## src/hw/rtl/flr_pkg.sv

```systemverilog
// Shared types and constants for the fixed-point line rasterizer.
// No dependencies; imported by every module of the block.
package flr_pkg;

  localparam int COORD_IN_W = 13;  // signed endpoint fields
  localparam int MAG_W      = 13;  // span magnitudes
  localparam int COLOR_W    = 32;
  localparam int ACC_W      = 32;
  localparam int CFG_IDX_W  = 2;
  localparam int CFG_DATA_W = 13;
  localparam int QUEUE_DEPTH = 2;

  localparam logic [CFG_IDX_W-1:0] REG_CANVAS_WIDTH  = 2'd0;
  localparam logic [CFG_IDX_W-1:0] REG_CANVAS_HEIGHT = 2'd1;
  localparam logic [CFG_DATA_W-1:0] CANVAS_RESET     = 13'd4096;

  typedef enum logic [1:0] {
    CMD_START,
    CMD_REJECT,
    CMD_STEP
  } flr_kind_e;

  typedef enum logic {
    ST_READY,
    ST_DIVIDE
  } flr_state_e;

  // Classified request as it travels from front to back.
  typedef struct packed {
    flr_kind_e              kind;
    logic                   y_major;
    logic                   down;
    logic                   neg;
    logic [COORD_IN_W-1:0]  major0;
    logic [COORD_IN_W-1:0]  major_end;
    logic [COORD_IN_W-1:0]  minor0;
    logic [MAG_W-1:0]       minor_mag;
    logic [MAG_W-1:0]       major_mag;
    logic [COLOR_W-1:0]     color;
  } flr_cmd_t;

endpackage

```

## src/hw/rtl/flr_front.sv

```systemverilog
// Front end: canvas registers, bound check and axis selection.
// Depends on flr_pkg.
module flr_front import flr_pkg::*; #(
  parameter int COORD_BITS = 12
) (
  input  logic                         clk_i,
  input  logic                         rst_ni,
  input  logic                         cfg_we_i,
  input  logic [CFG_IDX_W-1:0]         cfg_idx_i,
  input  logic [CFG_DATA_W-1:0]        cfg_data_i,
  input  logic                         command_i,
  input  logic signed [COORD_IN_W-1:0] start_x_i,
  input  logic signed [COORD_IN_W-1:0] start_y_i,
  input  logic signed [COORD_IN_W-1:0] end_x_i,
  input  logic signed [COORD_IN_W-1:0] end_y_i,
  input  logic [COLOR_W-1:0]           line_color_i,
  output flr_cmd_t                     cmd_o
);

  localparam int LimW = 17;
  localparam logic [LimW-1:0] Cap = LimW'(1) << COORD_BITS;

  logic [CFG_DATA_W-1:0] canvas_w_q, canvas_h_q;

  always_ff @(posedge clk_i or negedge rst_ni) begin
    if (!rst_ni) begin
      canvas_w_q <= CANVAS_RESET;
      canvas_h_q <= CANVAS_RESET;
    end else if (cfg_we_i) begin
      case (cfg_idx_i)
        REG_CANVAS_WIDTH:  canvas_w_q <= cfg_data_i;
        REG_CANVAS_HEIGHT: canvas_h_q <= cfg_data_i;
        default: ;
      endcase
    end
  end

  function automatic logic on_axis(logic [COORD_IN_W-1:0] c, logic [CFG_DATA_W-1:0] limit);
    logic [LimW-1:0] lim;
    lim = ({4'b0, limit} > Cap) ? Cap : {4'b0, limit};
    return !c[COORD_IN_W-1] && ({4'b0, c} < lim);
  endfunction

  logic [COORD_IN_W:0] dx, dy, adx, ady, maj_len, min_len;
  logic                valid, y_major;

  always_comb begin
    valid = on_axis(start_x_i, canvas_w_q) && on_axis(end_x_i, canvas_w_q) &&
            on_axis(start_y_i, canvas_h_q) && on_axis(end_y_i, canvas_h_q);
    dx  = {end_x_i[COORD_IN_W-1], end_x_i} - {start_x_i[COORD_IN_W-1], start_x_i};
    dy  = {end_y_i[COORD_IN_W-1], end_y_i} - {start_y_i[COORD_IN_W-1], start_y_i};
    adx = dx[COORD_IN_W] ? -dx : dx;
    ady = dy[COORD_IN_W] ? -dy : dy;
    y_major = ady > adx;  // ties stay on x
    maj_len = y_major ? dy : dx;
    min_len = y_major ? dx : dy;

    if (command_i)   cmd_o.kind = CMD_STEP;
    else if (valid)  cmd_o.kind = CMD_START;
    else             cmd_o.kind = CMD_REJECT;
    cmd_o.y_major   = y_major;
    cmd_o.down      = maj_len[COORD_IN_W] || (maj_len == '0);
    cmd_o.neg       = maj_len[COORD_IN_W] ^ min_len[COORD_IN_W];
    cmd_o.major0    = y_major ? start_y_i : start_x_i;
    cmd_o.major_end = y_major ? end_y_i : end_x_i;
    cmd_o.minor0    = y_major ? start_x_i : start_y_i;
    cmd_o.major_mag = y_major ? ady[MAG_W-1:0] : adx[MAG_W-1:0];
    cmd_o.minor_mag = y_major ? adx[MAG_W-1:0] : ady[MAG_W-1:0];
    cmd_o.color     = line_color_i;
  end

endmodule

```

## src/hw/rtl/flr_queue.sv

```systemverilog
// Short request queue between front and back ends.
// Depends on flr_pkg.
module flr_queue import flr_pkg::*; (
  input  logic     clk_i,
  input  logic     rst_ni,
  input  logic     push_i,
  input  flr_cmd_t data_i,
  output logic     full_o,
  input  logic     pop_i,
  output logic     empty_o,
  output flr_cmd_t data_o
);

  localparam int PtrW = (QUEUE_DEPTH > 1) ? $clog2(QUEUE_DEPTH) : 1;
  localparam int CntW = $clog2(QUEUE_DEPTH + 1);

  flr_cmd_t            mem_q [QUEUE_DEPTH];
  logic [PtrW-1:0]     wr_ptr_q, rd_ptr_q;
  logic [CntW-1:0]     count_q;
  logic                do_push, do_pop;

  assign full_o  = (count_q == CntW'(QUEUE_DEPTH));
  assign empty_o = (count_q == '0);
  assign do_push = push_i && !full_o;
  assign do_pop  = pop_i && !empty_o;
  assign data_o  = mem_q[rd_ptr_q];

  function automatic logic [PtrW-1:0] next_ptr(logic [PtrW-1:0] p);
    return (p == PtrW'(QUEUE_DEPTH - 1)) ? '0 : p + PtrW'(1);
  endfunction

  always_ff @(posedge clk_i) begin
    if (do_push) mem_q[wr_ptr_q] <= data_i;
  end

  always_ff @(posedge clk_i or negedge rst_ni) begin
    if (!rst_ni) begin
      wr_ptr_q <= '0;
      rd_ptr_q <= '0;
      count_q  <= '0;
    end else begin
      if (do_push) wr_ptr_q <= next_ptr(wr_ptr_q);
      if (do_pop)  rd_ptr_q <= next_ptr(rd_ptr_q);
      count_q <= count_q + CntW'(do_push) - CntW'(do_pop);
    end
  end

`ifndef SYNTHESIS
  a_count_bound: assert property (@(posedge clk_i) disable iff (!rst_ni)
    count_q <= CntW'(QUEUE_DEPTH)) else $error("queue count overflow");
  a_push_full: assert property (@(posedge clk_i) disable iff (!rst_ni)
    (full_o && !do_pop) |=> full_o) else $error("queue lost full state");
  a_pop_empty: assert property (@(posedge clk_i) disable iff (!rst_ni)
    (empty_o && !do_push) |=> empty_o) else $error("queue invented entry");
`endif

endmodule

```

## src/hw/rtl/flr_divider.sv

```systemverilog
// Radix-2 restoring divider for the 16.16 slope, one quotient bit per cycle.
// Depends on flr_pkg. Requires numerator <= denominator, denominator nonzero.
module flr_divider import flr_pkg::*; #(
  parameter int FRAC_BITS = 16
) (
  input  logic                 clk_i,
  input  logic                 rst_ni,
  input  logic                 start_i,
  input  logic [MAG_W-1:0]     num_i,
  input  logic [MAG_W-1:0]     den_i,
  output logic                 done_o,
  output logic [FRAC_BITS:0]   quot_o
);

  localparam int CntW = $clog2(FRAC_BITS + 1);

  logic               busy_q, done_q;
  logic [CntW-1:0]    cnt_q;
  logic [MAG_W-1:0]   rem_q, den_q;
  logic [FRAC_BITS:0] quot_q;
  logic [MAG_W:0]     trial;
  logic               qbit;

  // First pass yields the integer bit, the rest shift in zeros.
  always_comb begin
    trial = (cnt_q == '0) ? {1'b0, rem_q} : {rem_q, 1'b0};
    qbit  = trial >= {1'b0, den_q};
  end

  always_ff @(posedge clk_i) begin
    if (start_i) begin
      rem_q <= num_i;
      den_q <= den_i;
    end else if (busy_q) begin
      rem_q  <= qbit ? MAG_W'(trial - {1'b0, den_q}) : trial[MAG_W-1:0];
      quot_q <= {quot_q[FRAC_BITS-1:0], qbit};
    end
  end

  always_ff @(posedge clk_i or negedge rst_ni) begin
    if (!rst_ni) begin
      busy_q <= 1'b0;
      done_q <= 1'b0;
      cnt_q  <= '0;
    end else begin
      done_q <= busy_q && (cnt_q == CntW'(FRAC_BITS));
      if (start_i) begin
        busy_q <= 1'b1;
        cnt_q  <= '0;
      end else if (busy_q) begin
        cnt_q <= cnt_q + CntW'(1);
        if (cnt_q == CntW'(FRAC_BITS)) busy_q <= 1'b0;
      end
    end
  end

  assign done_o = done_q;
  assign quot_o = quot_q;

endmodule

```

## src/hw/rtl/flr_back.sv

```systemverilog
// Back end: line setup, DDA stepping and the result register.
// Depends on flr_pkg and flr_divider.
module flr_back import flr_pkg::*; #(
  parameter int COORD_BITS = 12,
  parameter int FRAC_BITS  = 16
) (
  input  logic                  clk_i,
  input  logic                  rst_ni,
  input  flr_cmd_t              cmd_i,
  input  logic                  q_empty_i,
  output logic                  q_pop_o,
  input  logic                  pop_i,
  output logic                  empty_o,
  output logic [COORD_BITS-1:0] pixel_x_o,
  output logic [COORD_BITS-1:0] pixel_y_o,
  output logic [COLOR_W-1:0]    pixel_color_o,
  output logic                  last_pixel_o,
  output logic                  line_rejected_o
);

  flr_state_e             state_q, state_d;
  logic                   active_q, active_d;
  logic [ACC_W-1:0]       acc_q, acc_d, slope_q, slope_d;
  logic [COORD_IN_W-1:0]  pos_q, pos_d, end_q, end_d;
  logic                   ymaj_q, ymaj_d, down_q, down_d, neg_q, neg_d;
  logic [COLOR_W-1:0]     color_q, color_d;

  logic                   out_valid_q, out_valid_d, out_load;
  logic [COORD_BITS-1:0]  out_x_q, out_x_d, out_y_q, out_y_d;
  logic [COLOR_W-1:0]     out_color_q, out_color_d;
  logic                   out_last_q, out_last_d, out_rej_q, out_rej_d;

  logic                   div_start, div_done;
  logic [FRAC_BITS:0]     quot;
  logic                   slot_free, last;
  logic [COORD_BITS-1:0]  minor_pix, major_pix;
  logic [15:0]            pos_ext;
  logic [ACC_W-1:0]       quot_ext;

  flr_divider #(.FRAC_BITS(FRAC_BITS)) u_div (
    .clk_i   (clk_i),
    .rst_ni  (rst_ni),
    .start_i (div_start),
    .num_i   (cmd_i.minor_mag),
    .den_i   (cmd_i.major_mag),
    .done_o  (div_done),
    .quot_o  (quot)
  );

  assign slot_free = !out_valid_q || pop_i;
  assign last      = (pos_q == end_q);
  assign minor_pix = acc_q[FRAC_BITS +: COORD_BITS];
  assign pos_ext   = {{(16 - COORD_IN_W){1'b0}}, pos_q};
  assign major_pix = pos_ext[COORD_BITS-1:0];
  assign quot_ext  = ACC_W'(quot);

  always_comb begin
    state_d     = state_q;
    active_d    = active_q;
    acc_d       = acc_q;
    slope_d     = slope_q;
    pos_d       = pos_q;
    end_d       = end_q;
    ymaj_d      = ymaj_q;
    down_d      = down_q;
    neg_d       = neg_q;
    color_d     = color_q;
    out_load    = 1'b0;
    out_x_d     = out_x_q;
    out_y_d     = out_y_q;
    out_color_d = out_color_q;
    out_last_d  = out_last_q;
    out_rej_d   = out_rej_q;
    q_pop_o     = 1'b0;
    div_start   = 1'b0;

    case (state_q)
      ST_READY: begin
        if (!q_empty_i) begin
          case (cmd_i.kind)
            CMD_START: begin
              q_pop_o  = 1'b1;
              ymaj_d   = cmd_i.y_major;
              down_d   = cmd_i.down;
              neg_d    = cmd_i.neg;
              pos_d    = cmd_i.major0;
              end_d    = cmd_i.major_end;
              color_d  = cmd_i.color;
              acc_d    = (ACC_W'(cmd_i.minor0) << FRAC_BITS) +
                         (ACC_W'(1) << (FRAC_BITS - 1));
              if (cmd_i.major_mag == '0) begin
                slope_d  = '0;
                active_d = 1'b1;
              end else begin
                div_start = 1'b1;
                active_d  = 1'b0;
                state_d   = ST_DIVIDE;
              end
            end
            CMD_REJECT: begin
              if (slot_free) begin
                q_pop_o     = 1'b1;
                active_d    = 1'b0;
                out_load    = 1'b1;
                out_x_d     = '0;
                out_y_d     = '0;
                out_color_d = '0;
                out_last_d  = 1'b0;
                out_rej_d   = 1'b1;
              end
            end
            CMD_STEP: begin
              if (!active_q) begin
                q_pop_o = 1'b1;  // idle step: dropped silently
              end else if (slot_free) begin
                q_pop_o     = 1'b1;
                out_load    = 1'b1;
                out_x_d     = ymaj_q ? minor_pix : major_pix;
                out_y_d     = ymaj_q ? major_pix : minor_pix;
                out_color_d = color_q;
                out_last_d  = last;
                out_rej_d   = 1'b0;
                if (last) begin
                  active_d = 1'b0;
                end else if (down_q) begin
                  pos_d = pos_q - COORD_IN_W'(1);
                  acc_d = acc_q - slope_q;
                end else begin
                  pos_d = pos_q + COORD_IN_W'(1);
                  acc_d = acc_q + slope_q;
                end
              end
            end
            default: q_pop_o = 1'b1;
          endcase
        end
      end
      ST_DIVIDE: begin
        if (div_done) begin
          slope_d  = neg_q ? -quot_ext : quot_ext;
          active_d = 1'b1;
          state_d  = ST_READY;
        end
      end
      default: state_d = ST_READY;
    endcase

    if (out_load)              out_valid_d = 1'b1;
    else if (pop_i)            out_valid_d = 1'b0;
    else                       out_valid_d = out_valid_q;
  end

  always_ff @(posedge clk_i or negedge rst_ni) begin
    if (!rst_ni) begin
      state_q     <= ST_READY;
      active_q    <= 1'b0;
      out_valid_q <= 1'b0;
    end else begin
      state_q     <= state_d;
      active_q    <= active_d;
      out_valid_q <= out_valid_d;
    end
  end

  always_ff @(posedge clk_i) begin
    acc_q       <= acc_d;
    slope_q     <= slope_d;
    pos_q       <= pos_d;
    end_q       <= end_d;
    ymaj_q      <= ymaj_d;
    down_q      <= down_d;
    neg_q       <= neg_d;
    color_q     <= color_d;
    out_x_q     <= out_x_d;
    out_y_q     <= out_y_d;
    out_color_q <= out_color_d;
    out_last_q  <= out_last_d;
    out_rej_q   <= out_rej_d;
  end

  assign empty_o         = !out_valid_q;
  assign pixel_x_o       = out_x_q;
  assign pixel_y_o       = out_y_q;
  assign pixel_color_o   = out_color_q;
  assign last_pixel_o    = out_last_q;
  assign line_rejected_o = out_rej_q;

`ifndef SYNTHESIS
  a_div_done_state: assert property (@(posedge clk_i) disable iff (!rst_ni)
    div_done |-> (state_q == ST_DIVIDE)) else $error("slope done outside setup");
  a_no_overwrite: assert property (@(posedge clk_i) disable iff (!rst_ni)
    out_load |-> (!out_valid_q || pop_i)) else $error("result overwritten");
  a_pop_nonempty: assert property (@(posedge clk_i) disable iff (!rst_ni)
    q_pop_o |-> !q_empty_i) else $error("pop from empty queue");
  a_idle_in_setup: assert property (@(posedge clk_i) disable iff (!rst_ni)
    (state_q == ST_DIVIDE) |-> !active_q) else $error("stepping during setup");
`endif

endmodule

```

## src/hw/rtl/fixed_point_line_rasterizer.sv

```systemverilog
// Fixed-point DDA line rasterizer top level: front end, request queue, back end.
// Depends on flr_pkg, flr_front, flr_queue, flr_back (which holds flr_divider).
// Step requests: pixels go through the queue and the result register, one per cycle while
// no setup runs and the result register is free. Start requests: popped once the back end
// is ready; the serial slope divider then holds it in setup (none for a zero span).
// Reset is asynchronous, active low: canvas 4096 x 4096, no line, queues empty.
module fixed_point_line_rasterizer import flr_pkg::*; #(
  parameter int COORD_BITS = 12,
  parameter int FRAC_BITS  = 16
) (
  input  logic                         clk_i,
  input  logic                         rst_ni,
  // configuration: register index 0 is canvas width, 1 is canvas height
  input  logic                         cfg_we_i,
  input  logic [CFG_IDX_W-1:0]         cfg_idx_i,
  input  logic [CFG_DATA_W-1:0]        cfg_data_i,
  // request side
  input  logic                         push,
  output logic                         full,
  input  logic                         command_i,
  input  logic signed [COORD_IN_W-1:0] start_x_i,
  input  logic signed [COORD_IN_W-1:0] start_y_i,
  input  logic signed [COORD_IN_W-1:0] end_x_i,
  input  logic signed [COORD_IN_W-1:0] end_y_i,
  input  logic [COLOR_W-1:0]           line_color_i,
  // result side
  output logic                         empty,
  input  logic                         pop,
  output logic [COORD_BITS-1:0]        pixel_x_o,
  output logic [COORD_BITS-1:0]        pixel_y_o,
  output logic [COLOR_W-1:0]           pixel_color_o,
  output logic                         last_pixel_o,
  output logic                         line_rejected_o
);

  // Classified request from the front end, straight into the queue.
  flr_cmd_t front_cmd, queue_cmd;
  logic     queue_empty, queue_pop;

  // Front end: holds the canvas registers, rejects off-canvas lines,
  // picks the major axis and the span magnitudes for the divider.
  flr_front #(.COORD_BITS(COORD_BITS)) u_front (
    .clk_i        (clk_i),
    .rst_ni       (rst_ni),
    .cfg_we_i     (cfg_we_i),
    .cfg_idx_i    (cfg_idx_i),
    .cfg_data_i   (cfg_data_i),
    .command_i    (command_i),
    .start_x_i    (start_x_i),
    .start_y_i    (start_y_i),
    .end_x_i      (end_x_i),
    .end_y_i      (end_y_i),
    .line_color_i (line_color_i),
    .cmd_o        (front_cmd)
  );

  // Two-entry queue lets requests keep arriving while the back end
  // sits in slope setup or waits on a stalled result.
  flr_queue u_queue (
    .clk_i   (clk_i),
    .rst_ni  (rst_ni),
    .push_i  (push),
    .data_i  (front_cmd),
    .full_o  (full),
    .pop_i   (queue_pop),
    .empty_o (queue_empty),
    .data_o  (queue_cmd)
  );

  // Back end: runs setup and the DDA walk; its result register decouples
  // the pixel stream from the consumer's pop.
  flr_back #(.COORD_BITS(COORD_BITS), .FRAC_BITS(FRAC_BITS)) u_back (
    .clk_i           (clk_i),
    .rst_ni          (rst_ni),
    .cmd_i           (queue_cmd),
    .q_empty_i       (queue_empty),
    .q_pop_o         (queue_pop),
    .pop_i           (pop),
    .empty_o         (empty),
    .pixel_x_o       (pixel_x_o),
    .pixel_y_o       (pixel_y_o),
    .pixel_color_o   (pixel_color_o),
    .last_pixel_o    (last_pixel_o),
    .line_rejected_o (line_rejected_o)
  );

endmodule

```

## config.mk

```make
export PLATFORM = sky130hd
export DESIGN_NAME = fixed_point_line_rasterizer
export DESIGN_NICKNAME = d
export VERILOG_FILES = /design/src/hw/rtl/flr_pkg.sv /design/src/hw/rtl/flr_front.sv /design/src/hw/rtl/flr_queue.sv /design/src/hw/rtl/flr_divider.sv /design/src/hw/rtl/flr_back.sv /design/src/hw/rtl/fixed_point_line_rasterizer.sv
export SDC_FILE = /design/constraint.sdc
export NUM_CORES = 1
export LEC_CHECK = 0
export BUFFER_PORTS_ARGS = -buffer_cell sky130_fd_sc_hd__buf_2
export CAP_MARGIN = 30
export CORE_ASPECT_RATIO = 1.2
export CORE_MARGIN = 1.5
export CORE_UTILIZATION = 46
export CTS_BUF_LIST = sky130_fd_sc_hd__clkbuf_8
export CTS_CLUSTER_DIAMETER = 150
export DETAILED_ROUTE_END_ITERATION = 7
export GPL_TIMING_DRIVEN = 0
export SLEW_MARGIN = 40
export SYNTH_ARGS = -nofsm -noshare
export SYNTH_HDL_FRONTEND = slang
export SYNTH_SLANG_ARGS = --single-unit
```

## constraint.sdc

```tcl
create_clock -name clk_i -period 9.26 [get_ports clk_i]
set_clock_uncertainty 0.15 [all_clocks]
set_input_delay 1.389 -clock clk_i [delete_from_list [all_inputs] [get_ports clk_i]]
set_output_delay 1.389 -clock clk_i [all_outputs]
set_load 0.03 [all_outputs]
```

Word-level counts from Yosys, hierarchy flattened --
Memories as Yosys holds them, arrays and structs flattened. Cells that the tools add are included.
Storage, ports and cells: flip-flop bits (word level) 266, memory bits (writable) 204, output and inout bits 60, logic and storage cells 196, memories kept 1
Memory list:
- u_queue.mem_q | depth 2, width 102, read ports 1, clocked after Yosys merged registers in 0, wr ports 1, RTL line flr_queue.sv:17 | flr_cmd_t mem_q [QUEUE_DEPTH];
Cells by class: $add $sub $neg 16, magnitude comparators 8, equal/unequal tests 16, multiplexer cells 87, bitwise operators 4, reduce and logical (&&, ||, !) cells 37
Operator list (number):
- 32-bit two-way mux | 12
- 32-bit case mux with 2 select lines | 3
- 13-bit two-way mux | 14
- 12-bit two-way mux | 7
- 14-bit two-way mux | 5
- 13-bit less-than comparator | 4
- 12-bit case mux with 2 select lines | 2
- 1-bit two-way mux | 33
- 32-bit adder | 1
- 17-bit negator with 32-bit output | 1
- 32-bit subtractor | 1
- 29-bit by 16-bit adder with 30-bit output, second input constant | 1
- 14-bit negator | 2
- 13-bit by 13-bit subtractor with 14-bit output | 2
- 13-bit > comparator, second input constant | 2
- 13-bit case mux with 2 select lines | 1
- 14-bit by 13-bit greater-or-equal comparator with 1-bit output | 1
- 14-bit > comparator | 1
- 14-bit logical NOT | 1
- 13-bit by 1-bit adder with 13-bit output, second input constant | 1
- 13-bit == test | 1
- 13-bit logical NOT | 1
- 13-bit by 1-bit subtractor with 13-bit output, second input constant | 1
- 13-bit subtractor | 1
- other kinds (27) | 69

Longest topological paths before layout --
Gate-level depths: netlist of the first run.
depth in word-level cells 9, mapped depth 23, depth with buffers taken out 20

Modules after synthesis --
Synthesis of the first run repeated with hierarchy kept, for this count alone.
Unflattened totals: cell total of the unflattened synthesis 2078, area, all modules 25411.9 µm²
Modules (own cells, without submodules):
- flr_back | instances 1, cells each 815, area each 9590.4 µm²
- flr_queue | instances 1, cells each 335, area each 7573.5 µm²
- flr_front | instances 1, cells each 697, area each 5477.8 µm²
- flr_divider | instances 1, cells each 231, area each 2770.2 µm²

Worst setup path after synthesis of the first run --
No wires, ideal clock.
path type in2reg, start point in push, end point mem u_queue.mem_q[0][0] (netlist name) (enable), library setup time 562 ps, data arrival time 5681 ps, path slack 2867 ps, stages on the path 2, path buffers 0, path through nand2_1 > nor2_1
Between the ends: longest elaborated chain between the ends 3
RTL lines:
- start: declaration | RTL line fixed_point_line_rasterizer.sv:18 | input logic push,
- 1-bit logical AND | RTL line flr_queue.sv:24 | assign do_push = push_i && !full_o;
- 1-bit two-way mux | RTL line flr_queue.sv:33 | if (do_push) mem_q[wr_ptr_q] <= data_i;
- 1-bit two-way mux (implied by the code) | RTL line flr_queue.sv:33
- end: declaration | RTL line flr_queue.sv:17
Every way passes these cells.

==> run metrics, run 1 <==
H-tree depth=3; Post-CTS Resized=0; fin worst setup slack=2.34 ns; quantity of hold-fixing buffers added after cts=0; hold depth=1; Layout area overhead=14.2%; crit-path leading delay family=compound AO/OA/AOI/OAI gates; Max clock buf depth=3; first-pass GRT wire length=99.3 mm; row count=93; pin count of the biggest net entering global routing=41; vias per std cell=5.57; RSZ-0062 raised after global routing=no; crit path DAT=7.16 ns; synthesized instance count=2100; First DRT Iteration DRCs=1315; R2R Path Start=u_queue.rd_ptr_q; register area=0.0136 mm^2; commonest non-fill, non-tap cell in the layout=edfxtp_1; worst-case hold path end point=u_back.state_q; Syn Area/Cell=11.8 um^2; antenna-violating nets left=0; CTS Buf Count=77; WP data required=9.50 ns; GP Congestion=0.957; io pins=165; Max Slew Vio Count=0; Area after DPL=0.0269 mm^2; filler cell count=4758; DRC=0; EDFF count, synth=420; Max Cap Viol=0; Crit Path Class=primary input to flop; Finished Layout Cells=3135; worst min-delay path class=flop to flop; nets=2622; CTS tree=built; Worst R2R Path Depth=18; post-CTS setup buffers=0; Setup-failing EPs final=0; Design Area, Final=0.0284 mm^2; commonest cells after routing, fill and taps aside=edfxtp_1 (420), nand2_1 (195), buf_2 (172), ha_1 (150), nor2_1 (149); clk sinks=460; Max IR drop VDD=0.000153 V; fmax=145 MHz; Worst-Margin Slew=0.885 ns; synthesized area=0.0248 mm^2; status=finished, final reports clean; Multi-input gate area=0.0106 mm^2; register area share after synthesis=0.549; WHS=0.323 ns; critical path endpoint category=flop; critical register-to-register path endpoint=u_back.acc_q[0]; Post-DP HPWL=49.4 mm; Clk pin slew, worst setup/hold paths=0.06 ns; total power draw=8.67 mW; Total GRT Usage=0.234; port bufs=164; Core Region=0.0535 mm^2; HP Start=u_back.u_div.done_o; share of post-route cells with drive strength above 1=0.174; vias=17.4k; DRT Pass-1 Iters=5; post-layout min period=6.92 ns; synth unique cells=87; P_leak=11.2 nW; Skew-Pair Late Insertion Delay=0.68 ns; total grt overflow=0; Async SR Flop Fraction=0.0870; Top FF cell, synth=edfxtp_1; PwrDens=306 mW/mm^2; synth warn=0; worst path cell trace=buf_2 > ha_1 > fa_1 > nand2b_1 > a21oi_1 > nor3_1 > or3_1 > nor3_1 > a41oi_1 > xnor2_1 > inv_1 > ha_1 > a21o_1 > a21o_1 > a21oi_1 > o211ai_1 > nand2_1 > clkinv_1 > buf_1 > clkbuf_1 > o21ai_0; slew margin rel.=0.403; final hold vios=0; Die Wd=215 um; die height=257 um; initial antenna violation count=2; placed insts=2995; WL per Instance=20.5 um; worst slack at placement=1.69 ns; Setup TNS=0 ns; drt total wl=64.2 mm; R2R setup slack=3.02 ns; CP max stage delay=0.48 ns; slowest CP cell=o21ai_0; syn nets=2360; CTS root buf=clkbuf_8; worst path buffer plus inverter count=5; Crit Path Max Fanout=10; starting density of the core=0.464; die area=0.0554 mm^2; crit path launch type=primary input; Tcrit/Tclk final=0.747; post-layout util=0.530; Synth Register Bits=460; vias in the first global route=17.6k
worst max-delay path by stage:
stage,end,startpoint,depth (start not counted)
3_3_place_gp,u_back.acc_q[0],u_queue.rd_ptr_q,13
2_1_floorplan,u_queue.mem_q[0][0],push,2
4_1_cts,u_queue.mem_q[1][95],start_y_i[0],19
6_report,u_queue.mem_q[1][95],start_y_i[0],21
3_5_place_dp,u_queue.mem_q[0][95],start_y_i[0],19
5_1_grt,u_queue.mem_q[0][95],end_y_i[0],22
flip-flops by register name, summed over array words and instances (netlist names), 13 cells and up:
| name | count |
|---|---|
| u_back.acc_q | 28 |
| u_back.color_q | 32 |
| u_back.end_q | 13 |
| u_back.pixel_color_o | 32 |
| u_back.pos_q | 13 |
| u_back.slope_q | 28 |
| u_back.u_div.den_q | 13 |
| u_back.u_div.quot_o | 17 |
| u_back.u_div.rem_q | 13 |
| u_front.canvas_h_q | 13 |
| u_front.canvas_w_q | 13 |
| u_queue.mem_q | 202 |
routing by layer:
metal / wire, um / vias up / GRT usage / part of all wire
li1: - / 8347 / - / -
met4: 2120 / 0 / 0.0859 / 0.033
met1: 27000 / 8447 / 0.288 / 0.42
met5: 0 / - / 0 / 0
met2: 31900 / 521 / 0.413 / 0.50
met3: 3180 / 133 / 0.0371 / 0.049
synthesized netlist by cell type, types with 18 or more instances:
cell	n	area [um^2]
edfxtp_1	420	12600
nor2_1	151	567
ha_1	150	1880
nor2b_1	23	144
nand2b_1	21	131
a31oi_1	18	113
nand4_1	18	113
nand3_1	29	145
nor3_1	37	185
a21o_1	43	323
clkbuf_1	56	210
xor2_1	67	587
inv_1	93	349
mux2i_1	65	651
and2_1	42	263
xnor2_1	69	604
nand2_1	195	732
dfrtp_1	38	951
a211oi_1	23	173
mux2_2	94	1060
o21ai_0	93	465
a21oi_1	102	510
cell families after synthesis:
logic type | after synthesis | share of synthesized area
mux | 159 | 0.0689
simple gates | 591 | 0.113
flops | 460 | 0.549
buf+inv | 168 | 0.0265
compound gates | 431 | 0.115
xor+xnor | 136 | 0.0480
fa+ha+maj | 155 | 0.0797
layout make-up:
type / count / share of cell area
Clock inverter: 57 / 0.0112
Sequential cell: 460 / 0.480
Timing Repair Buffer: 183 / 0.0402
Buffer: 73 / 0.0107
Multi-Input combinational cell: 1472 / 0.374
Tap cell: 712 / 0.0314
Clock buffer: 82 / 0.0398
Inverter: 95 / 0.0127
Antenna cell: 1 / 0.0000883
power by group:
group          total [mW]  internal, mW  switching [mW]
Sequential           3.42          3.19           0.237
Combinational        3.57          1.31            2.26
Clock                1.68         0.840           0.841
(Power assumes the default switching activity.)
==> run 2: changes to the inputs <==
==> constraint.sdc (replaced) <==
create_clock -name clk_i -period 6.41 [get_ports clk_i]
set_clock_uncertainty 0.15 [all_clocks]
set_input_delay 0.9615 -clock clk_i [delete_from_list [all_inputs] [get_ports clk_i]]
set_output_delay 0.9615 -clock clk_i [all_outputs]
set_load 0.03 [all_outputs]
==> run 2 against run 1 <==
Design area is essentially flat. Via count decreased by 0.27%. Combinational power increased by 44%. Clock power is 45% higher. Wire length down 0.13%. Critical path depth is 1 lower. Core utilization hardly changed. First-iteration DRC count shrank 0.15%. Critical endpoint is now u_queue.mem_q[1][69]. Largest cell class unchanged.
==> run metrics, run 2 (synthesis gave the netlist of run 1 again) <==
clk sinks=460; Max IR drop VDD=0.000221 V; Reg with most FFs=u_queue.mem_q; post-layout min period=6.11 ns; Tcrit/Tclk final=0.953; Skew-Pair Late Insertion Delay=0.67 ns; pin count of the biggest net entering global routing=41; WHS=0.162 ns; H-tree depth=3; crit path launch type=primary input; status=finished, final reports clean; PwrDens=442 mW/mm^2; DRT Pass-1 Iters=7; RSZ-0062 raised after global routing=no; First DRT Iteration DRCs=1313; slew margin rel.=0.428; Crit Path Max Fanout=10; vias in the first global route=17.6k; port bufs=164; row count=93; P_leak=11.2 nW; worst min-delay path class=primary input to asynchronous set/reset pin; DRC=0; commonest non-fill, non-tap cell in the layout=edfxtp_1; fmax=164 MHz; Die Wd=215 um; CTS Buf Count=77; antenna-violating nets left=0; GP Congestion=0.957; R2R setup slack=0.68 ns; Setup-failing EPs final=0; Worst-Margin Slew=0.849 ns; vias=17.4k; starting density of the core=0.464; Crit Path Class=primary input to flop; post-CTS setup buffers=0; first-pass GRT wire length=99.3 mm; Setup TNS=0 ns; Finished Layout Cells=3134; total grt overflow=0; share of post-route cells with drive strength above 1=0.176; post-layout util=0.530; CTS tree=built; CTS root buf=clkbuf_8; fin worst setup slack=0.300 ns; nets=2621; Core Region=0.0535 mm^2; Clk pin slew, worst setup/hold paths=0.06 ns; WP data required=6.60 ns; placed insts=2995; Worst R2R Path Depth=17; critical register-to-register path endpoint=u_back.acc_q[0]; WL per Instance=20.5 um; worst slack at placement=-0.734 ns; critical path endpoint category=flop; drt total wl=64.1 mm; Layout area overhead=14.3%; Max clock buf depth=3; die height=257 um; max reg flops=202; final hold vios=0; commonest cells after routing, fill and taps aside=edfxtp_1 (420), nand2_1 (194), buf_2 (172), ha_1 (150), nor2_1 (149); Total GRT Usage=0.234; io pins=165; Max Cap Viol=0; crit path DAT=6.30 ns; R2R Path Start=u_queue.rd_ptr_q; initial antenna violation count=2; Post-DP HPWL=49.4 mm; vias per std cell=5.55; die area=0.0554 mm^2; Max Slew Vio Count=0
[run 2: repair_timing]
action,4_1_cts,5_1_grt
endpoints found under the setup margin,2,86
gates resized for setup,2,5
pin swaps,0,0
hold buffers,0,0
[run 2: metal layers]
metal	track usage	part of all wire	routed length (um)	vias to the layer above
met5	0	0	0	-
met4	0.0859	0.031	2010	0
met3	0.0371	0.052	3340	114
met2	0.413	0.50	31900	541
met1	0.288	0.42	26900	8394
li1	-	-	-	8352
[run 2: layout make-up]
cell class              instances  area [um^2]
multi-input cells            1472        10600
clock inverters                57          317
flip-flops and latches        460        13600
plain buffers                  72          300
fillers                      4758        25200
well taps                     712          891
clock buffers                  82         1130
inverters                      95          359
repair buffers                183         1140
diodes                          1         2.50
[run 2: stage by stage]
stage	total power, mW	instance area [um^2]
global placement	9.97	26500
global route	13.3	28400
CTS	12.6	28400
detailed placement	10.1	26900
finish	12.5	28400
floorplan	8.50	24800
[run 2: worst max-delay path by stage]
stage	startpoint	end	slack (ns)	cells past startpoint
detailed placement	start_y_i[0]	u_queue.mem_q[0][95]	-0.73	19
CTS	start_y_i[0]	u_queue.mem_q[1][95]	0.06	21
floorplan	u_queue.rd_ptr_q	u_back.acc_q[0]	0.14	13
finish	end_x_i[0]	u_queue.mem_q[1][69]	0.30	20
global placement	u_queue.rd_ptr_q	u_back.acc_q[0]	-3.19	13
global route	end_y_i[0]	u_queue.mem_q[1][81]	0.02	23
[run 2: critical path, cell delays in order]
cell	delay (ns)
buf_2	0.12
inv_1	0.07
ha_1	0.21
fa_1	0.44
nand2b_1	0.23
a21o_1	0.21
a211o_1	0.32
or4b_1	0.53
nor4_2	0.28
a32oi_1	0.18
xor2_1	0.30
ha_1	0.30
a21o_1	0.19
a21o_1	0.18
a21oi_1	0.16
o211ai_1	0.12
nand2_2	0.26
clkinv_1	0.23
clkbuf_1	0.28
o21ai_0	0.73
[run 2: where the power goes]
group | internal (mW) | total, mW | switching (mW)
registers | 4.60 | 4.95 | 0.342
logic | 1.89 | 5.15 | 3.26
clock network | 1.21 | 2.43 | 1.21
==> run 3: changes to the inputs <==
--- a/config.mk
+++ b/config.mk
@@ -14,6 +14,7 @@
 export CTS_CLUSTER_DIAMETER = 150
 export DETAILED_ROUTE_END_ITERATION = 7
 export GPL_TIMING_DRIVEN = 0
+export PLACE_DENSITY = 0.66
 export SLEW_MARGIN = 40
 export SYNTH_ARGS = -nofsm -noshare
 export SYNTH_HDL_FRONTEND = slang
==> constraint.sdc (replaced) <==
create_clock -name clk_i -period 5.5 [get_ports clk_i]
set_clock_uncertainty 0.15 [all_clocks]
set_input_delay 0.825 -clock clk_i [delete_from_list [all_inputs] [get_ports clk_i]]
set_output_delay 0.825 -clock clk_i [all_outputs]
set_load 0.03 [all_outputs]
==> run 3 against run 2 <==
Total power rose by 17%. Sequential power rose by 17%. Sequential share of layout area fell by 0.12 points. Hold slack improved by 0.034 ns. Largest cell class unchanged.
==> run metrics, run 3 (synthesis gave the netlist of run 1 again) <==
final hold vios=0; commonest non-fill, non-tap cell in the layout=edfxtp_1; crit path DAT=5.69 ns; worst min-delay path class=primary input to flop; WL per Instance=20.5 um; share of post-route cells with drive strength above 1=0.182; First DRT Iteration DRCs=1038; R2R setup slack=0.50 ns; die area=0.0554 mm^2; vias in the first global route=17.6k; starting density of the core=0.464; H-tree depth=3; fmax=184 MHz; worst path buffer plus inverter count=4; CTS root buf=clkbuf_8; Worst R2R Path Depth=17; Total GRT Usage=0.232; R2R Path Start=u_back.u_div.cnt_q[0]; Max clock buf depth=3; RSZ-0062 raised after global routing=yes; Sw Pwr=5.63 mW; Skew-Pair Late Insertion Delay=0.67 ns; max reg flops=202; clk sinks=460; Setup-failing EPs final=0; uppermost layer routed=met4; Worst Setup SP=end_x_i[0]; Clk pin slew, worst setup/hold paths=0.06 ns; most used cell, CP=a21o_1; CTS tree=built; Core Region=0.0535 mm^2; initial antenna violation count=1; Die Wd=215 um; worst-case hold path end point=u_queue.mem_q[0][3]; vias per std cell=5.59; total power draw=14.7 mW; M1 WL=26.7 mm; row count=93; critical register-to-register path endpoint=u_back.u_div.rem_q[8]; CTS Buf Count=76; post-layout min period=5.43 ns; post-layout util=0.531; DRC=0; io pins=165; slew margin rel.=0.450; CP max stage delay=0.56 ns; pin count of the biggest net entering global routing=41; Crit Path Class=primary input to flop; internal power=9.04 mW; commonest cells after routing, fill and taps aside=edfxtp_1 (420), nand2_1 (194), buf_2 (170), nor2_1 (149), ha_1 (149); Reg with most FFs=u_queue.mem_q; critical path endpoint category=flop; Max IR drop VDD=0.000234 V; vias=17.5k; Crit Path Max Fanout=10; Reg power frac=0.393; die height=257 um; clock network power share=0.193; Layout area overhead=14.6%; Design Area, Final=0.0284 mm^2; PwrDens=516 mW/mm^2; nets=2620; metal3 WL=2.98 mm; slowest CP cell=or4b_1; met2 wire len=32.4 mm; port bufs=164; crit-path leading delay family=compound AO/OA/AOI/OAI gates; Max Cap Viol=0; DRT Pass-1 Iters=5; Worst-Margin Slew=0.825 ns; worst path cell trace=buf_2 > inv_1 > ha_1 > fa_1 > nand2b_1 > a21o_1 > a211o_1 > or4b_1 > nor4_4 > a32oi_1 > xor2_1 > ha_1 > a21o_1 > a21o_1 > a21oi_1 > o211ai_1 > nand2_2 > clkinv_1 > clkbuf_2 > o21ai_0; antenna-violating nets left=0; Post-DP HPWL=49.7 mm; status=finished, final reports clean; Area after DPL=0.0269 mm^2; first-pass GRT wire length=99.1 mm; crit path launch type=primary input; total grt overflow=0; drt total wl=64.4 mm; Gate power share=0.414; Sw Share=0.384; Max Slew Vio Count=0; hold depth=1; Tcrit/Tclk final=0.988; GP Congestion=0.958; P_leak=11.2 nW; WP data required=5.75 ns; HP Start=line_color_i[3]
run 3: cell types whose count changed in the layout (fill, tap and decap cells not counted), moves of 3 or more:
cell | before | now
o21ai_0 | 92 | 80
o21ai_1 | 2 | 12
clkbuf_1 | 54 | 48
buf_4 | 4 | 9
clkinv_1 | 11 | 16
clkbuf_8 | 84 | 80
clkbuf_2 | 2 | 5
run 3: worst reg2reg max path: stages (launching register included):
cell and delay, ns:
dfrtp_1 0.42, inv_1 0.07, ha_1 0.14, nor3b_1 0.34, nor2b_1 0.33, clkbuf_1 0.43
nand2_1 0.10, nand2_1 0.09, ha_1 0.28, a21o_1 0.22, a21oi_1 0.33, o21a_1 0.22
o21bai_1 0.10, a41o_1 0.28, a21boi_0 0.39, clkbuf_1 0.48, mux2i_1 0.27, mux2i_1 0.09
run 3: power groups by stage:
stage                     clock network, mW  registers [mW]  logic (mW)
final                                  2.83            5.77        6.07
after global routing                   3.05            5.86        6.67
after floorplan                           0            5.96        3.93
after global placement                    0            5.88        5.69
after detailed placement                  0            5.84        5.98
after CTS                              2.92            5.78        6.05
run 3: worst max path at each step:
stage                                end  slack, ns  cells past startpoint
finish              u_queue.mem_q[1][96]       0.07                     20
global route        u_queue.mem_q[0][39]      -0.06                     20
global placement         u_back.acc_q[8]      -2.11                     13
CTS                 u_queue.mem_q[1][73]       0.11                     22
floorplan           u_queue.mem_q[0][74]       0.02                     21
detailed placement  u_queue.mem_q[0][95]      -1.37                     20
run 3: layout make-up:
cell class              instances  area [um^2]
flip-flops and latches        460        13600
diodes                          1         2.50
clock inverters                61          365
well taps                     712          891
plain buffers                  70          305
fillers                      4670        25100
multi-input cells            1472        10700
clock buffers                  78         1070
inverters                      95          359
repair buffers                185         1140
run 3: repair_timing:
action / CTS / global route
endpoints found under the setup margin: 143 / 115
setup buffers: 3 / 1
resized for setup: 13 / 29
pin swaps: 2 / 0
hold buffers: 1 / 0
endpoints found under the hold margin: 9 / 0
run 3: through the flow:
| stage | hold slack (ns) | worst slack (ns) | instances | setup TNS, ns |
|---|---|---|---|---|
| 6_report | 0.197 | 0.0655 | 3134 | 0 |
| 5_1_grt | 0.163 | -0.0562 | 3134 | -0.689 |
| 4_1_cts | 0.134 | 0.110 | 3134 | 0 |
| 3_5_place_dp | 0.327 | -1.37 | 2992 | -131.61 |
| 3_3_place_gp | 0.317 | -2.11 | 2976 | -353.81 |
| 2_1_floorplan | 0.298 | 0.0248 | 2100 | 0 |
run 3: metal layers:
metal | vias up | track usage
met5 | - | 0
met4 | 0 | 0.0929
met3 | 128 | 0.0290
met2 | 533 | 0.415
met1 | 8515 | 0.284
li1 | 8344 | -
